`src/hdl/pva_pkg.sv`:
```
// ----------------------------------------------------------------------------
// pva_pkg
// Shared constants, types and codes for the priority voice allocator.
// ----------------------------------------------------------------------------
`default_nettype none

package pva_pkg;

  localparam int NUM_VOICES = 64;
  localparam int IDX_W      = $clog2(NUM_VOICES);
  localparam int CNT_W      = $clog2(NUM_VOICES + 1);
  localparam int PRIO_W     = 32;
  localparam int VOICE_W    = 6;

  typedef logic [IDX_W-1:0]   idx_t;
  typedef logic [CNT_W-1:0]   cnt_t;
  typedef logic [PRIO_W-1:0]  prio_t;
  typedef logic [VOICE_W-1:0] voice_t;

  localparam prio_t PRIO_CEIL = {PRIO_W{1'b1}};

  typedef enum logic [1:0] {
    REQ_ACQUIRE = 2'd0,
    REQ_FREE    = 2'd1,
    REQ_SETPRIO = 2'd2,
    REQ_RSVD    = 2'd3
  } req_type_t;

  typedef enum logic [1:0] {
    ST_IDLE = 2'd0,
    ST_SCAN = 2'd1,
    ST_RESP = 2'd2
  } state_t;

  // Outcome of one pass over the voice pool
  typedef struct packed {
    logic  found_free;
    idx_t  free_idx;
    logic  victim_vld;
    idx_t  victim_idx;
    prio_t low_prio;
  } scan_res_t;

endpackage

`default_nettype wire

```
`src/hdl/pva_ram.sv`:
```
// ----------------------------------------------------------------------------
// pva_ram
// Generic simple dual-port RAM: one write port, one read port, registered read.
// ----------------------------------------------------------------------------
`default_nettype none

module pva_ram #(
  parameter int WIDTH = 32,
  parameter int DEPTH = 64
) (
  input  wire logic                     clk,
  input  wire logic                     wr_en,
  input  wire logic [$clog2(DEPTH)-1:0] wr_addr,
  input  wire logic [WIDTH-1:0]         wr_data,
  input  wire logic                     rd_en,
  input  wire logic [$clog2(DEPTH)-1:0] rd_addr,
  output logic      [WIDTH-1:0]         rd_data
);

  logic [WIDTH-1:0] mem [DEPTH];

  always_ff @(posedge clk) begin
    if (wr_en) begin
      mem[wr_addr] <= wr_data;
    end
    if (rd_en) begin
      rd_data <= mem[rd_addr];
    end
  end

endmodule

`default_nettype wire

```
`src/hdl/pva_scan.sv`:
```
// ----------------------------------------------------------------------------
// pva_scan
// Walks the voice pool one entry a cycle through the priority RAM, looking
// for the first free voice and the lowest-priority active voice.
// ----------------------------------------------------------------------------
`default_nettype none

module pva_scan (
  input  wire logic                            clk,
  input  wire logic                            rst_n,
  input  wire logic                            start,
  input  wire logic [pva_pkg::NUM_VOICES-1:0]  active,
  input  wire pva_pkg::prio_t                  rd_data,
  output logic                                 rd_en,
  output pva_pkg::idx_t                        rd_addr,
  output logic                                 done,
  output pva_pkg::scan_res_t                   res
);

  logic              run_r, run_nxt;
  pva_pkg::cnt_t     cnt_r, cnt_nxt;
  logic              chk_v_r, chk_v_nxt;
  pva_pkg::idx_t     chk_idx_r, chk_idx_nxt;
  pva_pkg::scan_res_t res_r, res_nxt;
  logic              issue;
  logic              act;

  assign issue   = run_r && !res_r.found_free &&
                   (cnt_r < pva_pkg::cnt_t'(pva_pkg::NUM_VOICES));
  assign rd_en   = issue;
  assign rd_addr = cnt_r[pva_pkg::IDX_W-1:0];
  assign act     = active[chk_idx_r];
  assign done    = run_r && (res_r.found_free ||
                   (cnt_r == pva_pkg::cnt_t'(pva_pkg::NUM_VOICES) && !chk_v_r));
  assign res     = res_r;

  always_comb begin
    run_nxt     = run_r;
    cnt_nxt     = cnt_r;
    chk_v_nxt   = issue;
    chk_idx_nxt = rd_addr;
    res_nxt     = res_r;
    if (start) begin
      run_nxt            = 1'b1;
      cnt_nxt            = '0;
      chk_v_nxt          = 1'b0;
      res_nxt.found_free = 1'b0;
      res_nxt.victim_vld = 1'b0;
      res_nxt.low_prio   = pva_pkg::PRIO_CEIL;
    end else if (run_r) begin
      if (issue) begin
        cnt_nxt = cnt_r + 1'b1;
      end
      // compare the entry whose priority just came out of the RAM
      if (chk_v_r && !res_r.found_free) begin
        if (!act) begin
          res_nxt.found_free = 1'b1;
          res_nxt.free_idx   = chk_idx_r;
        end else if (rd_data < res_r.low_prio) begin
          res_nxt.victim_vld = 1'b1;
          res_nxt.victim_idx = chk_idx_r;
          res_nxt.low_prio   = rd_data;
        end
      end
      if (done) begin
        run_nxt = 1'b0;
      end
    end
  end

  always_ff @(posedge clk) begin
    if (!rst_n) begin
      run_r   <= 1'b0;
      cnt_r   <= '0;
      chk_v_r <= 1'b0;
      res_r   <= '{found_free: 1'b0, free_idx: '0, victim_vld: 1'b0,
                   victim_idx: '0, low_prio: pva_pkg::PRIO_CEIL};
    end else begin
      run_r   <= run_nxt;
      cnt_r   <= cnt_nxt;
      chk_v_r <= chk_v_nxt;
      res_r   <= res_nxt;
    end
  end

  always_ff @(posedge clk) begin
    chk_idx_r <= chk_idx_nxt;
  end

endmodule

`default_nettype wire

```
`src/hdl/priority_voice_allocator_unit.sv`:
```
// ----------------------------------------------------------------------------
// priority_voice_allocator_unit
// Voice pool allocator: acquire with priority-based stealing, free, and
// set-priority requests over a pool of mixer voices.
// ----------------------------------------------------------------------------
// Usage:
//   Requests enter on the in_ channel (valid/stall); one result per request
//   leaves on the out_ channel (valid/stall), held in an output register.
//   Acquire walks the priority RAM once, one voice per cycle, with a
//   single 32-bit comparator, and stops early when a free voice turns up.
//   Free, set-priority and unknown requests skip the scan and go straight
//   to the response state. One request is in flight at a time: in_stall is
//   high from acceptance until its result is loaded into the output register.
//   A new request is accepted while the previous result still waits there.
//   When the receiver stalls, the result holds; a following request finishes
//   its scan and then waits until the output register frees up.
//   Reset clears all active and drop-handler marks and the handshakes; the
//   priority RAM needs no clearing since a priority is read only for an
//   active voice, whose priority was written when it was acquired.
// ----------------------------------------------------------------------------
`default_nettype none

module priority_voice_allocator_unit (
  input  wire logic                    clk,
  input  wire logic                    rst_n,
  input  wire logic                    in_valid,
  output logic                         in_stall,
  input  wire logic [1:0]              in_req_type,
  input  wire logic [31:0]             in_req_priority,
  input  wire logic [5:0]              in_target_voice,
  input  wire logic                    in_has_drop_handler,
  output logic                         out_valid,
  input  wire logic                    out_stall,
  output logic                         out_granted,
  output logic [5:0]                   out_granted_voice,
  output logic                         out_was_stolen,
  output logic                         out_notify_dropped
);

  pva_pkg::state_t    state_r, state_nxt;
  pva_pkg::req_type_t type_r;
  pva_pkg::prio_t     prio_r;
  pva_pkg::voice_t    tgt_r;
  logic               hdl_r;
  logic [pva_pkg::NUM_VOICES-1:0] active_r, active_nxt;
  logic [pva_pkg::NUM_VOICES-1:0] handler_r, handler_nxt;

  logic               out_valid_r, out_valid_nxt;
  logic               grant_r, grant_nxt;
  pva_pkg::voice_t    voice_r, voice_nxt;
  logic               stolen_r, stolen_nxt;
  logic               notify_r, notify_nxt;

  logic               accept;
  logic               scan_start;
  logic               scan_done;
  pva_pkg::scan_res_t scan_res;
  logic               rd_en;
  pva_pkg::idx_t      rd_addr;
  pva_pkg::prio_t     rd_data;
  logic               wr_en;
  pva_pkg::idx_t      wr_addr;
  logic               fire;
  logic               tgt_ok;
  pva_pkg::idx_t      tgt_idx;
  pva_pkg::idx_t      slot;

  assign accept     = in_valid && !in_stall;
  assign in_stall   = (state_r != pva_pkg::ST_IDLE) || !rst_n;
  assign scan_start = accept && (pva_pkg::req_type_t'(in_req_type) == pva_pkg::REQ_ACQUIRE);
  assign fire       = (state_r == pva_pkg::ST_RESP) && (!out_valid_r || !out_stall);
  assign tgt_ok     = 32'(tgt_r) < 32'(pva_pkg::NUM_VOICES);
  assign tgt_idx    = pva_pkg::idx_t'(tgt_r);

  pva_scan u_scan (
    .clk     (clk),
    .rst_n   (rst_n),
    .start   (scan_start),
    .active  (active_r),
    .rd_data (rd_data),
    .rd_en   (rd_en),
    .rd_addr (rd_addr),
    .done    (scan_done),
    .res     (scan_res)
  );

  pva_ram #(
    .WIDTH (pva_pkg::PRIO_W),
    .DEPTH (pva_pkg::NUM_VOICES)
  ) u_prio_ram (
    .clk     (clk),
    .wr_en   (wr_en),
    .wr_addr (wr_addr),
    .wr_data (prio_r),
    .rd_en   (rd_en),
    .rd_addr (rd_addr),
    .rd_data (rd_data)
  );

  always_comb begin
    state_nxt     = state_r;
    active_nxt    = active_r;
    handler_nxt   = handler_r;
    out_valid_nxt = out_valid_r && out_stall;
    grant_nxt     = grant_r;
    voice_nxt     = voice_r;
    stolen_nxt    = stolen_r;
    notify_nxt    = notify_r;
    wr_en         = 1'b0;
    wr_addr       = tgt_idx;
    slot          = scan_res.free_idx;

    case (state_r)
      pva_pkg::ST_IDLE: begin
        if (accept) begin
          state_nxt = scan_start ? pva_pkg::ST_SCAN : pva_pkg::ST_RESP;
        end
      end
      pva_pkg::ST_SCAN: begin
        if (scan_done) begin
          state_nxt = pva_pkg::ST_RESP;
        end
      end
      pva_pkg::ST_RESP: begin
        if (fire) begin
          state_nxt     = pva_pkg::ST_IDLE;
          out_valid_nxt = 1'b1;
          grant_nxt     = 1'b1;
          voice_nxt     = '0;
          stolen_nxt    = 1'b0;
          notify_nxt    = 1'b0;
          case (type_r)
            pva_pkg::REQ_ACQUIRE: begin
              if (scan_res.found_free) begin
                slot = scan_res.free_idx;
              end else begin
                slot       = scan_res.victim_idx;
                grant_nxt  = scan_res.victim_vld && (scan_res.low_prio < prio_r);
                stolen_nxt = grant_nxt;
                notify_nxt = grant_nxt && handler_r[scan_res.victim_idx];
              end
              if (grant_nxt) begin
                voice_nxt         = pva_pkg::voice_t'(slot);
                active_nxt[slot]  = 1'b1;
                handler_nxt[slot] = hdl_r;
                wr_en             = 1'b1;
                wr_addr           = slot;
              end
            end
            pva_pkg::REQ_FREE: begin
              if (tgt_ok) begin
                active_nxt[tgt_idx] = 1'b0;
              end
            end
            pva_pkg::REQ_SETPRIO: begin
              wr_en = tgt_ok;
            end
            default: begin
              grant_nxt = 1'b0;
            end
          endcase
        end
      end
      default: begin
        state_nxt = pva_pkg::ST_IDLE;
      end
    endcase
  end

  always_ff @(posedge clk) begin
    if (!rst_n) begin
      state_r     <= pva_pkg::ST_IDLE;
      active_r    <= '0;
      handler_r   <= '0;
      out_valid_r <= 1'b0;
    end else begin
      state_r     <= state_nxt;
      active_r    <= active_nxt;
      handler_r   <= handler_nxt;
      out_valid_r <= out_valid_nxt;
    end
  end

  // hold the request fields for the duration of the operation
  always_ff @(posedge clk) begin
    if (accept) begin
      type_r <= pva_pkg::req_type_t'(in_req_type);
      prio_r <= in_req_priority;
      tgt_r  <= in_target_voice;
      hdl_r  <= in_has_drop_handler;
    end
    grant_r  <= grant_nxt;
    voice_r  <= voice_nxt;
    stolen_r <= stolen_nxt;
    notify_r <= notify_nxt;
  end

  assign out_valid          = out_valid_r;
  assign out_granted        = grant_r;
  assign out_granted_voice  = voice_r;
  assign out_was_stolen     = stolen_r;
  assign out_notify_dropped = notify_r;

endmodule

`default_nettype wire

```
`config.mk`:
```
export PLATFORM = sky130hd
export DESIGN_NAME = priority_voice_allocator_unit
export DESIGN_NICKNAME = d
export VERILOG_FILES = /design/src/hdl/pva_pkg.sv /design/src/hdl/pva_ram.sv /design/src/hdl/pva_scan.sv /design/src/hdl/priority_voice_allocator_unit.sv
export SDC_FILE = /design/constraint.sdc
export NUM_CORES = 2
export LEC_CHECK = 0
export BUFFER_PORTS_ARGS = -buffer_cell sky130_fd_sc_hd__buf_2
export CAP_MARGIN = 30
export CORE_UTILIZATION = 35
export CTS_CLUSTER_SIZE = 40
export DETAILED_ROUTE_END_ITERATION = 7
export GPL_ROUTABILITY_DRIVEN = 0
export PLACE_DENSITY_LB_ADDON = 0.12
export REMOVE_ABC_BUFFERS = 1
export SETUP_SLACK_MARGIN = 0.3
export SLEW_MARGIN = 20
export SYNTH_ARGS = -nofsm -noshare
export SYNTH_HDL_FRONTEND = slang
export SYNTH_SLANG_ARGS = --single-unit
```
`constraint.sdc`:
```
create_clock -name clk -period 8.55 [get_ports clk]
set_clock_uncertainty 0.05 [all_clocks]
set_input_delay 0.4275 -clock clk [delete_from_list [all_inputs] [get_ports clk]]
set_output_delay 0.4275 -clock clk [all_outputs]
set_load 0.005 [all_outputs]
```
== After elaboration in Yosys (flattened, before gate mapping) ==
Memory sizes are Yosys's and may differ from the RTL's. A register that Yosys moved wholly into a read port is not among the register bits.
Cells that the tools add are included.
Widths: inputs -> output; s select.

* Register bits: 242
* Logic and storage cells: 128
* Output and inout bits: 11
* Memory bits (writable): 2048
* Memories: 1
* Input port bits: 45

{| class="wikitable"
|+ Memory list
! name !! depth !! bits a word !! rd ports !! clocked after Yosys merged registers in !! write ports !! line !! text
|-
| u_prio_ram.mem || 64 || 32 || 1 || 1 || 1 || pva_ram.sv:20 || <nowiki>logic [WIDTH-1:0] mem [DEPTH];</nowiki>
|}

* Equal/unequal tests: 9
* $add $sub $neg: 1
* Magnitude comparators: 9
* Mux-type cells: 40
* Reduce and logical (&&, ||, !) cells: 40
* Bitwise operators: 7

{| class="wikitable"
|+ Operators with widths
! cell !! count
|-
| $pmux 64 s2 || 1
|-
| $and 64x64->64 || 1
|-
| $bwmux 64 || 1
|-
| $lt 32x32->1 || 2
|-
| $mux 64 || 1
|-
| $not 64->64 || 1
|-
| $or 64x64->64 || 1
|-
| $mux 6 || 8
|-
| $lt 6x7->1 const B || 4
|-
| $mux 1 || 18
|-
| $reduce_and 4->1 || 4
|-
| $logic_and 1x1->1 || 13
|-
| $bmux 1 s6 || 2
|-
| $demux 1 s6 || 2
|-
| $ge 6x1->1 const B || 2
|-
| $mux 2 || 4
|-
| $ne 2x2->1 const B || 4
|-
| $add 7x1->7 const B || 1
|-
| $eq 7x7->1 const B || 1
|-
| $lt 7x7->1 const B || 1
|-
| $logic_not 1->1 || 6
|-
| $logic_not 2->1 || 3
|-
| $pmux 2 s3 || 1
|-
| $reduce_and 2->1 || 3
|-
| other kinds (9) || 21
|}

== Depth between registers and ports, before layout ==
* Word-level depth: 12
* Gate-level depth with buffers: 13
* Depth with buffers taken out: 10

== By module ==
A second synthesis with hierarchy kept.

* Cells, all modules: 4588
* Area total of the unflattened synthesis: 91288.8 µm²

{| class="wikitable"
|+ By module, submodules not included
! module !! area each (µm²) !! sequential area each (µm²) !! cells each !! instances
|-
| pva_ram || 78835.6 || 62459.9 || 3324 || 1
|-
| priority_voice_allocator_unit || 8912.3 || 4124.0 || 887 || 1
|-
| pva_scan || 3540.9 || 1221.2 || 377 || 1
|}

== Least setup slack after synthesis ==
OpenSTA, ideal clock, no wires.

* Kind: register -> register
* Start point: reg prio_r[30]
* End point: mem u_prio_ram.mem[50][0], enable pin
* Slack: 2.395 ns
* Period minus slack after synthesis: 6.155 ns
* Cell stages (with the launch flop): 11
* Data arrival time: 5.633 ns
* Library setup time: 0.472 ns
* Path buffers: 2
* Data required time: 8.028 ns
* Path through: edfxtp_1 inv_1 ha_1 and4_1 a221oi_1 o2111a_1 or2_2 clkbuf_1 buf_2 nand2_1 o32ai_1

* Word-level cells in the longest chain between the ends: 12
* Elaborated cells between the ends (all ways): 16
* Those cells by class: order compare (1); mux (14); reduce/logical (1)

{| class="wikitable"
|+ Ends and longest elaborated chain
! what !! line !! text
|-
| from (decl) || priority_voice_allocator_unit.sv:42 || <nowiki>pva_pkg::prio_t prio_r;</nowiki>
|-
| from (signal assigned) || priority_voice_allocator_unit.sv:188 || <nowiki>prio_r <= in_req_priority;</nowiki>
|-
| $lt 32x32->1 (*) || priority_voice_allocator_unit.sv:138 || <nowiki>grant_nxt = scan_res.victim_vld && (scan_res.low_prio < prio_r);</nowiki>
|-
| $logic_and 1x1->1 (*) || priority_voice_allocator_unit.sv:138 ||
|-
| $mux 1 (*) || priority_voice_allocator_unit.sv:134 || <nowiki>if (scan_res.found_free) begin</nowiki>
|-
| $mux 1 (*) || priority_voice_allocator_unit.sv:132 || <nowiki>case (type_r)</nowiki>
|-
| $mux 1 (*) || priority_voice_allocator_unit.sv:125 || <nowiki>if (fire) begin</nowiki>
|-
| $mux 1 (*) || priority_voice_allocator_unit.sv:113 || <nowiki>case (state_r)</nowiki>
|-
| $mux 1 || priority_voice_allocator_unit.sv:142 || <nowiki>if (grant_nxt) begin</nowiki>
|-
| $pmux 1 s2 || priority_voice_allocator_unit.sv:132 ||
|-
| $mux 1 || priority_voice_allocator_unit.sv:125 ||
|-
| $mux 1 || priority_voice_allocator_unit.sv:113 ||
|-
| $mux 1 || pva_ram.sv:23 || <nowiki>if (wr_en) begin</nowiki>
|-
| $mux 1 (implied by the code) || pva_ram.sv:24 || <nowiki>mem[wr_addr] <= wr_data;</nowiki>
|-
| to (decl) || pva_ram.sv:20 ||
|}

Mark *: on every way between the ends. The rest lies on a longest branch, timed or not. The select of a mux whose other input is x is not followed.

== Worst setup path in the final report ==
* Start point: reg prio_r[14]
* End point: mem u_prio_ram.mem[42][1], enable pin

The elaborated chain is that of the path after synthesis.

==> impl_results.md <==
* Outcome: finished, final reports clean
* Lkg Pwr at approximately 33 nW
* Largest net degree at the start of global routing at 91
* Post-CTS Resized at 0
* Syn avg cell area at 20.2 sq um
* GRT Total Usage at 0.198
* Max Fclk at between 150 and 200 MHz
* Worst hold-check path type: primary input to flop
* Router iterations before antenna repair at 6
* Layout cells sized above 1 at 0.277
* Final hold slack at 187 ps
* Fin. Hold Viols at 0
* Slowest stage delay, CP at 710 ps
* Die width at 514 um
* Post-synthesis cell type count at 69
* First-pass GRT wire length at 371000 um
* Max-cap viol count at 0
* Post-layout min period at 5300 ps
* Relative slew margins at 0.313
* Largest fanout on the critical path at 65
* Routed vias at 46200
* Non-Filler Instances at around 8500
* Final HPWL DP at 156000 um
* Placement Rows at 187
* Dpl cell area at around 98000 sq um
* Clock tree sinks at 2322
* Crit path DAT at 5750 ps
* Vias per cell at 5.43
* P per Cell Area at 227 nW/um^2
* Yosys reg bits at 2322
* DIE HEIGHT at around 500 um
* DRC errors left at 0
* Max Slew Vio Count at 0
* Post-route cell area at ~110000 sq um
* Synth Area in XOR/XNOR at 0.000477
* Antenna-violating nets left at 0
* Vias in the first global route at 47100
* CP Launch Type: flop
* Die area at 264000 sq um
* Mapped Area at between 90000 and 100000 sq um
* Antenna violations before repair at 24
* Final WL at 262000 um
* Num CTS Buffers at between 200 and 300
* Core box area at ~260000 sq um
* Post-Synth Adder-Cell Area at 0.00927
* RSZ-0062 raised after global routing: false
* Post-CTS setup buffers at 0
* Req. time, crit path at 8990 ps
* VDD IR max at 0.000223 V
* Root buffer cell: clkbuf_16
* Final setup fails at 0
* Placed insts at 7970
* Largest family of logic cells by synthesized area: multiplexers
* Register area share after synthesis at 0.739
* Wire per inst at 30.8 um
* Clock Tree Buf Depth at 4
* Num ports at 56
* Crit. End Element: flop
* Setup Crit Path Kind: flop to flop
* Number of flops mapped to enable cells by yosys at 2130
* Area growth syn-to-layout at 16.0%
* Slew @ Worst Pin at 1030 ps
* Cell count after synthesis at between 4000 and 5000
* H-tree depth at 5
* Post-layout nets at 4915
* Setup TNS at 0 ps
* Post-route clock period utilization at 0.620
* Simple-Gate Fraction of Synth Area at 0.0329
* Fraction of registers with async set/reset at 0
* PortBufs at 55
* Synth Area in Compound Gates at 0.0238
* Mux cell area share after synthesis at 0.179
* Clock Latency Late Sink at ~900 ps
* Top FF cell, synth: edfxtp_1
* Synthesis warning total at 0
* GR Overflow Total at 0
* Clock slew at reported path FFs at about 60 ps
* Crit path cell chain: buf_4 -> inv_1 -> ha_1 -> nand2_1 -> o21bai_1 -> a2111oi_0 -> o21a_1 -> o2111a_1 -> or2_4 -> nand2_1 -> o32ai_4 -> buf_4
* Initial Utilization at 0.353
* TritonCTS clock tree: done
* Critical path's slowest cell: buf_4
* Initial drt markers at 4538
kinds of logic after synthesis:
logic type	count (synthesis)
AOI/OAI and AO/OA	342
xor gates and xnor gates	5
adders and majority gates	68
buffers and inverters	365
DFF	2322
muxes	781
and+or+nand+nor	654
layout make-up:
class	count	area [sq um]
Clock inverter	132	1120
Antenna cell	10	25.0
Multi-Input combinational cell	1850	23300
Fill cell	23200	154000
Timing Repair Buffer	275	2200
Tap cell	3496	4370
Inverter	75	282
Sequential cell	2322	67800
Clock buffer	345	7350
through the flow:
stage | total power [W] | utilization | setup WS, ps
after global routing | 0.0249 | 0.409 | 2900
after global placement | 0.0133 | 0.375 | 3330
final | 0.0242 | 0.409 | 3250
after floorplan | 0.0132 | - | -14550
after detailed placement | 0.0133 | 0.375 | 3240
after CTS | 0.0245 | 0.409 | 3160
worst paths after layout:
path / start / endpoint / slack (ps) / cells past startpoint
max: prio_r[14]$_DFFE_PP_ / u_prio_ram.mem[42][1]$_DFFE_PP_ / 3250 / 12
min: in_req_priority[23] / prio_r[23]$_DFFE_PP_ / 190 / 2
max reg2reg: prio_r[14]$_DFFE_PP_ / u_prio_ram.mem[42][1]$_DFFE_PP_ / 3250 / 12
min reg2reg: handler_r[42]$_SDFFE_PN0P_ / handler_r[42]$_SDFFE_PN0P_ / 400 / 2
critical path, delay by kind of cell, from the launching register on:
kind	cells	cell delay [ps]
and+or+nand+nor	3	1080
buffers and inverters	3	1430
DFF	1	320
adders and majority gates	1	340
AOI/OAI and AO/OA	5	1570
cells in the mapped netlist, types with 3 or more instances:
cell type / number / area (sq um)
edfxtp_1: 2130 / 64000
mux4_2: 687 / 15500
nand2_1: 258 / 968
clkbuf_1: 203 / 762
dfxtp_1: 192 / 3840
nand3_1: 164 / 821
nor2_1: 110 / 413
mux2i_1: 88 / 881
a21oi_1: 84 / 420
inv_1: 71 / 267
ha_1: 68 / 851
o21ai_0: 68 / 340
o211ai_1: 66 / 495
buf_2: 48 / 240
buf_1: 32 / 120
a31oi_1: 30 / 188
a211oi_1: 23 / 173
nand4_1: 21 / 131
nor2b_1: 16 / 100
o22ai_1: 16 / 100
a21o_1: 11 / 82.6
nand2b_1: 10 / 62.6
nor3_1: 10 / 50.1
nor4_1: 10 / 62.6
or3_1: 10 / 62.6
and3_1: 9 / 56.3
nor3b_1: 8 / 60.1
and2_1: 6 / 37.5
mux2_2: 6 / 67.6
and4_1: 5 / 43.8
o31ai_1: 5 / 37.5
o32ai_1: 5 / 43.8
or4_1: 5 / 37.5
buf_4: 4 / 30.0
clkinv_1: 4 / 15.0
o221a_2: 4 / 45.0
a2111oi_0: 3 / 26.3
o21bai_1: 3 / 22.5
xnor2_1: 3 / 26.3
repair_timing:
item	in CTS	in global routing
hold endpoints to repair	74	0
hold buffers	44	0
setup endpoints to repair	0	0
registers in the layout, summed over array words and instances, names as in the netlist, 7 cells and up:
name,count
u_scan.res,46
active_r,64
u_prio_ram.mem,2048
u_prio_ram.rd_data,32
handler_r,64
u_scan.cnt_r,7
prio_r,32
power by group:
part	switching (W)	internal [W]	total (W)	leakage, nW
clock	0.00455	0.00664	0.0112	4.16
combinational	0.000427	0.000207	0.000635	7.69
sequential	0.0000234	0.0124	0.0124	20.7
per-layer routing:
layer  part of all wire  vias up  GRT usage
li1                   -    19300          -
met1               0.46    25200      0.291
met2               0.47     1307      0.314
met3              0.054      333     0.0283
met4              0.018        2     0.0411
met5           0.000027        -          0
cells in the final DEF, fill, tap and decap left out, types with 19 or more instances in the layout:
cell type      netlist  routed
edfxtp_1          2130    2130
mux4_2             687     687
clkbuf_16            0     283
nand2_1            258     257
dfxtp_1            192     185
nand3_1            164     164
buf_4                4     163
nor2_1             110     106
mux2i_1             88      88
inv_1               71      71
ha_1                68      68
o211ai_1            66      66
o21ai_0             68      62
clkinv_1             4      58
clkbuf_1           203      58
buf_2               48      54
a21oi_4              0      53
clkinv_2             0      46
dlygate4sd3_1        0      44
a21oi_1             84      31
a31oi_1             30      30
a211oi_1            23      23
nand4_1             21      21
bufinv_16            0      19
Power figures use the tool's default switching activity.
